**config.mk**
```make
export PLATFORM = sky130hd
export DESIGN_NAME = mtsg_queue
export DESIGN_NICKNAME = d
export VERILOG_FILES = /design/src/rtl/mtsg_pkg.sv /design/src/rtl/mtsg_queue.sv
export VERILOG_INCLUDE_DIRS = /design/src /design/src/rtl
export SDC_FILE = /design/constraint.sdc
export NUM_CORES = 1
export LEC_CHECK = 0
export BUFFER_PORTS_ARGS = -buffer_cell sky130_fd_sc_hd__buf_4
export CORE_MARGIN = 3
export CORE_UTILIZATION = 40
export CTS_CLUSTER_DIAMETER = 100
export DETAILED_ROUTE_END_ITERATION = 10
export GPL_TIMING_DRIVEN = 0
export PLACE_DENSITY = 0.67
export SYNTH_ARGS = -nofsm -noshare
export SYNTH_HDL_FRONTEND = slang
export SYNTH_SLANG_ARGS = --single-unit
```
**constraint.sdc**
```tcl
create_clock -name clk -period 1.25 [get_ports clk]
set_input_delay 0.0625 -clock clk [delete_from_list [all_inputs] [get_ports clk]]
set_output_delay 0.0625 -clock clk [all_outputs]
set_load 0.01 [all_outputs]
```
**src/rtl/multitone_signal_generator_core_assert.svh**
```systemverilog
// assertion macros shared by the multitone generator rtl
`ifndef MULTITONE_SIGNAL_GENERATOR_CORE_ASSERT_SVH
`define MULTITONE_SIGNAL_GENERATOR_CORE_ASSERT_SVH
`ifndef ASSERT_OFF
`define MTSG_ASSERT(lbl, prop, msg) \
  lbl: assert property (@(posedge clk) disable iff (rst) prop) else $error(msg);
`define MTSG_ASSERT_ANY(lbl, prop, msg) \
  lbl: assert property (@(posedge clk) prop) else $error(msg);
`else
`define MTSG_ASSERT(lbl, prop, msg)
`define MTSG_ASSERT_ANY(lbl, prop, msg)
`endif
`endif

```
**src/rtl/mtsg_pkg.sv**
```systemverilog
// types, constants and sine table function of the multitone generator
package mtsg_pkg;

  localparam int TONES_MAX_DEF   = 2;
  localparam int SINE_DEPTH_DEF  = 1024;
  localparam int PERIODS_MAX_DEF = 16;

  localparam int QUEUE_DEPTH = 4;
  localparam int PERIOD_W    = 5;
  localparam int CFG_INDEX_W = 3;
  localparam int CFG_DATA_W  = 32;
  localparam int PHASE_W     = 32;
  localparam int GAIN_W      = 16;
  localparam int SINE_W      = 16;
  localparam int SAMPLE_W    = 19;
  localparam int INDEX_W     = 32;

  localparam logic [15:0] LFSR_SEED = 16'hACE1;
  localparam logic [15:0] LFSR_TAPS = 16'hB400;
  localparam logic [15:0] OUT_GAIN_RESET = 16'h8000;

  localparam longint Q30_ONE  = 64'sd1073741824;
  localparam longint Q30_HALF = 64'sd536870912;

  typedef enum logic [CFG_INDEX_W-1:0] {
    REG_COMP0_STEP,
    REG_COMP0_GAIN,
    REG_COMP1_STEP,
    REG_COMP1_GAIN,
    REG_ACTIVE_TONES,
    REG_SQUARE_MODE,
    REG_NOISE_LEVEL,
    REG_OUTPUT_GAIN
  } cfg_reg_t;

  typedef struct packed {
    logic [PHASE_W-1:0] step0;
    logic [GAIN_W-1:0]  gain0;
    logic [PHASE_W-1:0] step1;
    logic [GAIN_W-1:0]  gain1;
    logic [1:0]         active_tones;
    logic               square_mode;
    logic [GAIN_W-1:0]  noise_level;
    logic [GAIN_W-1:0]  output_gain;
  } cfg_t;

  typedef struct packed {
    logic                push;
    logic [PERIOD_W-1:0] periods;
  } queue_wr_t;

  typedef struct packed {
    logic                avail;
    logic [PERIOD_W-1:0] periods;
  } queue_head_t;

  typedef enum logic [3:0] {
    B_IDLE,
    B_ADVANCE,
    B_ADDR,
    B_LOOK,
    B_MUL,
    B_ACC,
    B_MIX,
    B_SUM,
    B_SCALE,
    B_ROUND,
    B_EMIT
  } back_state_t;

  // odd polynomial for sin(pi/2 x), x in q30, scaled to q15 and clamped
  function automatic logic [14:0] quarter_entry(longint x);
    longint x2;
    longint p;
    longint s;
    longint v;
    x2 = (x * x) / Q30_ONE;
    p  = 64'sd172272;
    p  = -64'sd5026995 + (p * x2) / Q30_ONE;
    p  = 64'sd85569306 + (p * x2) / Q30_ONE;
    p  = -64'sd693598668 + (p * x2) / Q30_ONE;
    p  = 64'sd1686629713 + (p * x2) / Q30_ONE;
    s  = (p * x) / Q30_ONE;
    v  = (s * 64'sd32767 + Q30_HALF) / Q30_ONE;
    if (v < 0) v = 0;
    if (v > 64'sd32767) v = 64'sd32767;
    return v[14:0];
  endfunction

endpackage

```
**src/rtl/mtsg_queue.sv**
```systemverilog
// short queue of period counts between front and back end
module mtsg_queue import mtsg_pkg::*; (
  input  logic        clk,
  input  logic        rst,
  input  queue_wr_t   wr,
  input  logic        pop,
  output logic        full,
  output queue_head_t head
);
`include "multitone_signal_generator_core_assert.svh"

  localparam int PtrW = $clog2(QUEUE_DEPTH);
  localparam int CntW = $clog2(QUEUE_DEPTH + 1);

  logic [PERIOD_W-1:0] slots [QUEUE_DEPTH];
  logic [PtrW-1:0]     wr_ptr;
  logic [PtrW-1:0]     rd_ptr;
  logic [CntW-1:0]     count;

  assign full         = count == CntW'(QUEUE_DEPTH);
  assign head.avail   = count != '0;
  assign head.periods = slots[rd_ptr];

  always_ff @(posedge clk) begin
    if (rst) begin
      wr_ptr <= '0;
      rd_ptr <= '0;
      count  <= '0;
    end else begin
      if (wr.push) wr_ptr <= wr_ptr + 1'b1;
      if (pop) rd_ptr <= rd_ptr + 1'b1;
      if (wr.push && !pop) count <= count + 1'b1;
      else if (!wr.push && pop) count <= count - 1'b1;
    end
  end

  always_ff @(posedge clk) begin
    if (wr.push) slots[wr_ptr] <= wr.periods;
  end

  `MTSG_ASSERT(a_no_push_full, full |-> !wr.push, "push into full queue")
  `MTSG_ASSERT(a_no_pop_empty, (count == '0) |-> !pop, "pop from empty queue")
  `MTSG_ASSERT_ANY(a_reset_empty, rst |=> (count == '0), "queue not empty after reset")

endmodule

```
# After elaboration in Yosys (flattened, before gate mapping)
# Memory sizes are Yosys's and may differ from the RTL's. A register that Yosys moved wholly into a read port is not among the register bits.
# Cells that the tools add are included.
# classes
muxes	6
reduce_logical	6
add_sub_neg	4
eq_ne	1
# ops
op	n
two-way mux 3 bit	2
adder 2 x 1 -> 2 bit (second input constant)	2
two-way mux 2 bit	2
adder 3 x 1 -> 3 bit (second input constant)	1
== test 3 bit (second input constant)	1
nonzero test 3 bit	1
subtractor 3 x 1 -> 3 bit (second input constant)	1
logical AND 1 bit	2
zero test 1 bit	2
two-way mux 1 bit	2
nonzero test 2 bit	1
# word_totals
input_bits	9
n_memories	1
ff_bits	7
output_inout_bits	7
mem_bits_rw	20
word_cells	21
# mem_list
memory	depth	width	read_ports	rd_ports_with_merged_regs	wr	line_no	text
slots	4	5	1	1	1	mtsg_queue.sv:15	logic [PERIOD_W-1:0] slots [QUEUE_DEPTH];

# Depth between registers and ports, before layout
# Gate-level depths: netlist of run 1.
# logic_depth
word_depth	4
mapped_depth	7
mapped_depth_nobuf	7

# Least setup slack after synthesis of run 1
# OpenSTA, ideal clock, no wires.
# synth_path
kind	reg2reg
from	register count[0]
to	register count[2]
arrival_time_ns	1.318
stages_incl_launch_ff	5
setup_ns	0.070
n_path_buf	0
t_required_ns	1.180
synth_period_minus_slack_ns	1.388
slack_ns	-0.138
cell_sequence	dfxtp_1 fa_1 xor2_1 or3_1 a21oi_1
# synth_via
elab_chain_len	3
word_cells_on_any_way	4
cone_classes	add/sub: 2; mux: 2
# synth_lines
item	line_no	text
start, declared	mtsg_queue.sv:18	logic [CntW-1:0] count;
start signal, assigned	mtsg_queue.sv:32	if (wr.push && !pop) count <= count + 1'b1;
start signal, assigned	mtsg_queue.sv:33	else if (!wr.push && pop) count <= count - 1'b1;
subtractor 3 x 1 -> 3 bit	mtsg_queue.sv:33	
two-way mux 3 bit	mtsg_queue.sv:33	
two-way mux 3 bit (*)	mtsg_queue.sv:32	
# Every way passes the cells marked *; elsewhere a longest branch is shown, timed or not. The select of a mux whose other input is x is not followed.
# A chain may end at the register's enable or synchronous reset.

==> results.md, run 1 <==
* **origin of the critical flop-to-flop path** count[1]
* **cell type with the highest occurrence count on the critical path** buf_6
* **Critical Path AT** 1.42 ns
* **post-synth top area share** 0.5195
* **count of input and output buffers** 14
* **cells traversed along the worst timing path** buf_6 > mux4_2 > buf_6
* **H-tree levels** 2
* **number of placed cells counting well taps** 114
* **primary flip-flop cell chosen by synthesis mapping** edfxtp_1
* **post-synthesis instance total** 70
* **number of nets in the layout** 111
* **layout filler cell count** 209
* **number of DRC violations after detailed routing** 0
* **per-cell routed wire length** 13.25 um
* **half-perimeter wire length after detailed placement** 1.207 mm
* **Slew Limit Fails** 0
* **average via count per standard cell** 4.882
* **global-route congestion overflow total** 0
* **source-to-sink clock delay at the later pin of the worst-skew pair** 0.31 ns
* **starting utilization of the core area** 0.4425
* **sink count of the clock tree** 29
* **area share of xor/xnor cells in the synthesized design** 0.03788
* **area grow syn2layout** 25.54%
* **number of I/O pins** 16
* **antenna violations before repair** 0
* **worst stage delay on the critical path** 0.51 ns
* **largest fanout of any net on the critical path** 5
* **Worst IR Drop VDD** 929.7 uV
* **outcome** complete, but fails checks
* **path depth of the worst reg2reg path** 4
* **Clk pin slew, worst setup/hold paths** 0.09 ns
* **Highest Clock Rate** 674.3 MHz
* **post-route clock period utilization** 1.187
* **element type at the critical path start** flip-flop
* **data required time of the critical path** 1.19 ns
* **Worst Hold Launch** rst
* **final RePlAce weighted congestion** 0.6378
* **leading cell types by total area after synthesis** edfxtp_1 (52%), dfxtp_1 (16%), mux4_2 (9.7%)
* **pin count of the biggest net entering global routing** 10
* **share of synthesized area spent on multiplexers** 0.1147
* **number of buffers inserted during clock tree synthesis** 5
* **via count of the first global-routing pass** 671
* **portion of the post-synthesis area used by sequential elements** 0.6753
* **Post-Syn Area per Cell** 16.52 um2
* **number of failing setup endpoints in the final timing report** 6
* **critical path endpoint category** output pin
* **post-layout worst setup margin** -0.2331 ns
* **adder and majority cell fraction of the synthesized area** 0.07143
* **Final Hold Viols** 0
* **number of nets produced by synthesis** 85
* **Sum Neg Setup Slack** -1.199 ns
* **layout cells sized above 1** 0.3918
* **Worst path slowest cell** mux4_2
* **failing checks** setup timing
* **combinational family with the most area after synthesis** multiplexers
* **worst-case clock skew** 0.006634 ns
* **relative max-transition margin** 0.8300
* **Clock Tree Root** clkbuf_4
* **Hold Worst Slack** 0.01624 ns
* **diode count** 0
* **final critical delay including setup and external delays** 1.483 ns
* **die boundary width** 59.76 um
* **Core Region** 2613 um2
* **TritonCTS clock tree** yes
* **Total Wirelength** 1.683 mm
* **overall global routing resource usage** 0.1160
* **1st-pass router iterations** 4
* **leakage component of the power** 0.5533 nW
* **First DRT Iteration DRCs** 5
* **Post-synth ARST share** 0
* **worst reg-to-reg setup slack** -0.07 ns
* **maximum root-to-sink buffer count** 2
* **dominant cell by count in the synthesized netlist** edfxtp_1
* **Post-synth EDFFs** 20
* **cell taking the most area after synthesis** edfxtp_1
* **worst setup path category** reg -> out
* **number of nets with antenna violations after routing** 0
* **MaxCap Viol Count** 0
* **FP Rows** 18
* **compound-cell area share of the yosys netlist** 0.008658
* **number of distinct library cells after synthesis** 18
* **wire length of the first global-routing pass** 2.884 mm
* **depth of the worst hold-timing path** 2
* **worst-margin pin slew** 0.2550 ns
* **number of standard cells in the layout, taps in and fillers out** 127
* **area of the mapped netlist** 1156 um2
* **setup repair after global routing missed its margin** yes
* **vertical die dimension** 59.76 um
* **via total after detailed routing** 620
* **total die area** 3571 um2
* **flops & latches, synth** 29
* **Pwr Density** 1409 nW/um2
* **type of the most critical hold path** in -> reg
* **worst r2r dst** count[2]
* **warnings from Yosys** 0
* **top cell types by occurrence after synthesis** edfxtp_1 (20), dfxtp_1 (9), nor2_1 (7), ha_1 (5), mux4_2 (5)
* **simple-gate share of the synthesized area** 0.06494
-- sequential cells by signal, indices dropped and copies added (netlist names), named ones only --
name    cells
wr_ptr      2
slots      20
rd_ptr      2
count       3
-- repair_timing --
| action | 4_1_cts | 5_1_grt |
|---|---|---|
| buffers inserted | 0 | 0 |
| hold endpoints to repair | 20 | 0 |
| resized for setup | 10 | 3 |
| pin swaps | 1 | 0 |
| hold buffers | 5 | 0 |
| endpoints found under the setup margin | 7 | 19 |
-- stage by stage --
stage | setup slack [ns] | util | total power [mW] | area (um2)
6_report | -0.2331 | 0.5556 | 2.044 | 1451
5_1_grt | -0.3044 | 0.5556 | 2.170 | 1451
4_1_cts | -0.2661 | 0.5541 | 2.076 | 1448
3_5_place_dp | -0.2531 | 0.4995 | 1.467 | 1305
3_3_place_gp | -0.2235 | 0.4995 | 1.455 | 1305
2_1_floorplan | -0.05457 | - | 1.340 | 1162
-- power breakdown --
part           switching [mW]  internal, mW
clock network           0.287         0.264
registers              0.0436          1.10
logic                   0.142         0.210
-- how the worst max path moves through the flow --
stage / to / slack (ns) / cells past startpoint
after global placement: count[2] / -0.22 / 8
final: head[2] / -0.23 / 3
after CTS: head[2] / -0.27 / 3
after floorplan: count[2] / -0.05 / 7
after global routing: head[2] / -0.30 / 3
after detailed placement: count[2] / -0.25 / 8
-- cell families after synthesis --
logic type | count (synthesis)
multiplexers | 7
adder cells (fa/ha/maj) | 6
AND/OR/NAND/NOR | 15
flip-flops | 29
XOR/XNOR | 5
buffers and inverters | 6
AO/OA/AOI/OAI | 2
-- final cells by class --
class                           count  area, um2  share of cell area
Buffer                              2      16.27             0.01121
Clock buffer                        6      51.30             0.03534
Clock inverter                      2      8.758            0.006034
Inverter                            4      15.01             0.01034
Multi-Input combinational cell     35      356.6              0.2457
Sequential cell                    29      788.3              0.5431
Tap cell                           30      37.54             0.02586
Timing Repair Buffer               19      177.7              0.1224
-- per-layer routing --
| metal | part of all wire | GRT usage |
|---|---|---|
| met1 | 0.41 | 0.1227 |
| met3 | 0.045 | 0.04536 |
| met5 | 0 | 0 |
| met2 | 0.55 | 0.1991 |
| met4 | 0 | 0.05696 |
-- cells in the final DEF, fill, tap and decap left out, drive strengths merged, types with 3 or more instances in the layout --
cell type,count
dlygate4sd3,5
dfxtp,9
and2,4
inv,4
nor2,7
xor2,3
ha,5
mux4,5
clkbuf,7
edfxtp,20
buf,15
-- worst max-delay path: cells and delay by family (launching register included) --
kind,cells,cell delay (ns)
buffers and inverters,2,0.27
DFF,1,0.33
muxes,1,0.51
Note: power is estimated with default switching activity, not from simulation.
==> run 2: changes to the inputs <==
- PLACE_DENSITY: 0.67 -> 0.65
- clock period: 1.25 -> 1.7 ns (I/O delays scaled with it)
==> run 2 against run 1 <==
Net effect: the run now ends clean; utilization shrank 0.67 points; sequential share of layout area increased by 0.14 points; register-to-register slack improved by 0.31 ns; clock power grew 3%; power decreased by 20%; setup slack improved by 0.41 ns; combinational power down 35%; sequential power decreased by 27%; clock-buffer cell count up 1; die area unchanged; wire length shrank 3.4%; flip-flop and latch count unchanged.
==> results.md, run 2 (synthesized netlist as in run 1, its figures left out) <==
* **outcome** completed
* **largest fanout of any net on the critical path** 5
* **First DRT Iteration DRCs** 10
* **Critical Path AT** 1.43 ns
* **Pwr Density** 1135 nW/um2
* **via count of the first global-routing pass** 602
* **commonest non-fill, non-tap cell in the layout** edfxtp_1
* **leakage component of the power** 0.5555 nW
* **source-to-sink clock delay at the later pin of the worst-skew pair** 0.31 ns
* **global-route congestion overflow total** 0
* **sink count of the clock tree** 29
* **number of nets in the layout** 111
* **relative max-transition margin** 0.8185
* **per-cell routed wire length** 12.80 um
* **number of failing setup endpoints in the final timing report** 0
* **Slew Limit Fails** 0
* **most frequent cells in the layout** edfxtp_1 (20), buf_4 (14), dfxtp_1 (9)
* **die boundary width** 59.76 um
* **share of total power in combinational logic** 0.140
* **worst setup path category** reg -> out
* **critical path endpoint category** output pin
* **average via count per standard cell** 4.709
* **pin count of the biggest net entering global routing** 10
* **number of buffers inserted during clock tree synthesis** 5
* **Clk pin slew, worst setup/hold paths** 0.09 ns
* **origin of the critical flop-to-flop path** count[0]
* **Total Wirelength** 1.625 mm
* **Clock Power Share** 0.348
* **wire length of the first global-routing pass** 2.546 mm
* **Core Region** 2613 um2
* **worst reg-to-reg setup slack** 0.24 ns
* **layout cells sized above 1** 0.2887
* **worst-case clock skew** 0.007574 ns
* **overall global routing resource usage** 0.1051
* **post-layout worst setup margin** 0.1813 ns
* **worst-margin pin slew** 0.2723 ns
* **1st-pass router iterations** 4
* **reported net switching power** 0.3443 mW
* **Highest Clock Rate** 658.5 MHz
* **Reg with most FFs** slots
* **MaxCap Viol Count** 0
* **Sum Neg Setup Slack** 0 ns
* **maximum root-to-sink buffer count** 2
* **via total after detailed routing** 598
* **layout filler cell count** 211
* **setup repair after global routing missed its margin** no
* **data required time of the critical path** 1.62 ns
* **number of DRC violations after detailed routing** 0
* **Worst IR Drop VDD** 756.2 uV
* **diode count** 0
* **type of the most critical hold path** in -> reg
* **number of I/O pins** 16
* **Post-CTS Repair Setup Buffers** 0
* **Final Hold Viols** 0
* **Switching Share** 0.2115
* **H-tree levels** 2
* **worst setup slack after placement** 0.1763 ns
* **final RePlAce weighted congestion** 0.6475
* **final critical delay including setup and external delays** 1.519 ns
* **starting utilization of the core area** 0.4425
* **post-route clock period utilization** 0.8933
* **part of the total power dissipated in sequential elements** 0.512
* **flip-flop count of the largest register, all copies and words added** 20
* **Largest regs** slots x20, count x3
* **FP Rows** 18
* **count of input and output buffers** 14
* **Power Internal** 1.283 mW
* **antenna violations before repair** 0
* **half-perimeter wire length after detailed placement** 1.143 mm
* **vertical die dimension** 59.76 um
* **element type at the critical path start** flip-flop
* **Clock Tree Root** clkbuf_4
* **area grow syn2layout** 24.03%
* **TritonCTS clock tree** yes
* **number of nets with antenna violations after routing** 0
* **total die area** 3571 um2
* **Worst Hold Launch** rst
==> run 2: cell count changes in the layout (fill, tap and decap cells not counted), sizes merged <==
cell / previous run / this run
clkinv: 2 / 0
clkbuf: 7 / 8
bufinv: 0 / 1
==> run 2: final timing paths <==
path	cells past startpoint	end
max	3	head[4]
min reg2reg	2	count[2]
max reg2reg	4	count[2]
min	2	flip-flop
==> run 2: what timing repair did <==
item / CTS / global route
endpoints found under the hold margin: 20 / 0
resized for setup: 0 / 0
setup endpoints to repair: 0 / 0
hold buffers: 5 / 0
==> run 2: worst max-delay path: stages (launching register included) <==
cell,delay (ns)
dfxtp_1,0.33
buf_6,0.13
mux4_2,0.50
buf_4,0.16
==> run 2: power groups by stage <==
| stage | Combinational [mW] | Clock (mW) | Sequential [mW] |
|---|---|---|---|
| floorplan | 0.139 | 0 | 0.843 |
| global placement | 0.215 | 0 | 0.849 |
| detailed placement | 0.222 | 0 | 0.851 |
| CTS | 0.232 | 0.588 | 0.835 |
| global route | 0.254 | 0.614 | 0.841 |
| finish | 0.228 | 0.566 | 0.834 |
==> run 2: final cells by class <==
cell class                 instances  area, um2  share of cell area
sequential                        29      780.7              0.5445
multi-input combinational         35      344.1              0.2400
timing repair buffer              19      155.1              0.1082
clock buffer                       7      55.05             0.03839
tap                               30      37.54             0.02618
clock inverter                     1      30.03             0.02094
buffer                             2      16.27             0.01134
inverter                           4      15.01             0.01047
==> run 2: layer usage <==
layer | up-vias | part of all wire | global-route usage
met5 | - | 0 | 0
met4 | 0 | 0.019 | 0.05696
met3 | 4 | 0.057 | 0.05184
met2 | 14 | 0.47 | 0.1682
met1 | 277 | 0.45 | 0.1128
li1 | 303 | - | -
==> run 2: stage by stage <==
stage	util	instance area, um2	power [mW]	cells	hold slack [ns]
floorplan	-	1156	0.9821	70	0.1839
global placement	0.4971	1299	1.064	114	0.2856
detailed placement	0.4971	1299	1.073	114	0.2914
CTS	0.5489	1434	1.655	127	0.04568
global route	0.5489	1434	1.709	127	0.05829
finish	0.5489	1434	1.628	127	0.05370
==> run 3: changes to the inputs <==
--- a/constraint.sdc
+++ b/constraint.sdc
@@ -3,2 +3,2 @@
 set_output_delay 0.085 -clock clk [all_outputs]
-set_load 0.01 [all_outputs]
+set_load 0.1 [all_outputs]
==> run 3 against run 2 <==
Net effect: largest cell class unchanged; flip-flop and latch count unchanged; first-iteration DRC count up 40%; design area down 2.2%; critical endpoint is now head[2]; sequential power up 0.5%; sequential share of layout area up 1.2 points; largest power group unchanged; clock-buffer cell count unchanged; highest routed layer unchanged.
==> results.md, run 3 (synthesized netlist as in run 1, its figures left out) <==
* **depth of the worst hold-timing path** 2
* **relative max-transition margin** 0.8128
* **Worst Hold Launch** rst
* **core occupancy in the finished layout** 0.5369
* **outcome** completed
* **via total after detailed routing** 614
* **most frequent cells in the layout** edfxtp_1 (20), buf_4 (14), dfxtp_1 (9)
* **worst stage delay on the critical path** 0.50 ns
* **worst setup path category** reg -> out
* **Reg with most FFs** slots
* **Pwr Density** 1172 nW/um2
* **layout cells sized above 1** 0.2784
* **path depth of the worst reg2reg path** 4
* **largest fanout of any net on the critical path** 5
* **flip-flop count of the largest register, all copies and words added** 20
* **Worst path slowest cell** mux4_2
* **maximum root-to-sink buffer count** 2
* **cell family with most CP delay** multiplexers
* **half-perimeter wire length after detailed placement** 1.256 mm
* **number of DRC violations after detailed routing** 0
* **Final Hold Viols** 0
* **First DRT Iteration DRCs** 14
* **count of input and output buffers** 14
* **number of failing setup endpoints in the final timing report** 0
* **Critical Path AT** 1.52 ns
* **buffers and inverters on the worst path** 2
* **MaxCap Viol Count** 0
* **FP Rows** 18
* **origin of the critical flop-to-flop path** count[0]
* **H-tree levels** 2
* **source-to-sink clock delay at the later pin of the worst-skew pair** 0.31 ns
* **worst r2r dst** count[2]
* **Hold EP** count[2]
* **total die area** 3571 um2
* **cells traversed along the worst timing path** buf_6 > mux4_2 > buf_4
* **post-CTS sizing** 0
* **Post-CTS Repair Setup Buffers** 0
* **1st-pass router iterations** 4
* **Total Wirelength** 1.750 mm
* **Largest regs** slots x20, count x3
* **Clock Tree Root** clkbuf_4
* **wire length of the first global-routing pass** 2.849 mm
* **worst-margin pin slew** 0.2832 ns
* **per-cell routed wire length** 13.78 um
* **Critical Path Stages** 3
* **Core Region** 2613 um2
* **number of buffers inserted during clock tree synthesis** 5
* **Highest Clock Rate** 621.2 MHz
* **setup repair after global routing missed its margin** no
* **global-route congestion overflow total** 0
* **Sum Neg Setup Slack** 0 ns
* **worst reg-to-reg setup slack** 0.22 ns
* **average via count per standard cell** 4.835
* **die boundary width** 59.76 um
* **type of the most critical hold path** in -> reg
* **commonest non-fill, non-tap cell in the layout** edfxtp_1
* **post-route clock period utilization** 0.9469
* **Clk pin slew, worst setup/hold paths** 0.08 ns
* **TritonCTS clock tree** yes
* **Worst IR Drop VDD** 749.1 uV
* **area grow syn2layout** 21.32%
* **number of I/O pins** 16
* **critical path endpoint category** output pin
* **data required time of the critical path** 1.62 ns
* **number of nets with antenna violations after routing** 0
* **starting utilization of the core area** 0.4425
* **diode count** 0
* **final critical delay including setup and external delays** 1.610 ns
* **antenna violations before repair** 0
* **vertical die dimension** 59.76 um
* **sink count of the clock tree** 29
* **number of nets in the layout** 111
* **Slew Limit Fails** 0
* **final RePlAce weighted congestion** 0.6657
* **via count of the first global-routing pass** 602
* **worst-case clock skew** 0.004364 ns
* **overall global routing resource usage** 0.1180
* **leakage component of the power** 0.5397 nW
* **pin count of the biggest net entering global routing** 10
* **element type at the critical path start** flip-flop
==> run 3: cell count changes in the layout (fill, tap and decap cells not counted), sizes merged <==
cell | before | now
bufinv | 1 | 0
clkinv | 0 | 1
==> run 3: area by class of cell <==
class | count | area [um2]
Buffer | 2 | 16.27
Clock buffer | 7 | 45.04
Clock inverter | 1 | 3.754
Fill cell | 222 | 1210
Inverter | 4 | 15.01
Multi-Input combinational cell | 35 | 349.1
Sequential cell | 29 | 780.7
Tap cell | 30 | 37.54
Timing Repair Buffer | 19 | 155.1
==> run 3: worst max path at each step <==
stage               from  endpoint  slack (ns)
2_1_floorplan   count[0]      full        0.04
3_3_place_gp         pop  count[2]        0.21
3_5_place_dp         pop  count[2]        0.17
4_1_cts        flip-flop   head[2]        0.07
5_1_grt        flip-flop   head[2]        0.03
6_report       flip-flop   head[2]        0.09
==> run 3: stage by stage <==
stage / setup WS [ns] / power [mW] / std cells / hold slack (ns) / cell area (um2)
5_1_grt: 0.03270 / 1.721 / 127 / 0.05280 / 1403
2_1_floorplan: 0.03619 / 1.193 / 70 / 0.1839 / 1161
4_1_cts: 0.06714 / 1.658 / 127 / 0.04093 / 1403
3_3_place_gp: 0.2082 / 1.275 / 114 / 0.2857 / 1304
3_5_place_dp: 0.1722 / 1.288 / 114 / 0.2929 / 1304
6_report: 0.09026 / 1.644 / 127 / 0.05539 / 1403
==> run 3: timing repair <==
item,CTS,global route
hold endpoints to repair,20,0
endpoints found under the setup margin,0,0
hold buffers,5,0
==> run 3: metal layers <==
metal / vias up / track usage / wire [um]
met3: 6 / 0.05832 / 99
met2: 14 / 0.1759 / 832
li1: 301 / - / -
met5: - / 0 / 0
met4: 0 / 0.05696 / 40
met1: 293 / 0.1417 / 777
==> run 3: power breakdown <==
part	internal, mW	total, mW	leakage (nW)	switching [mW]
Sequential	0.804	0.838	0.258	0.0341
Combinational	0.132	0.438	0.255	0.306
Clock	0.159	0.368	0.0269	0.209
Total	1.09	1.64	0.540	0.550
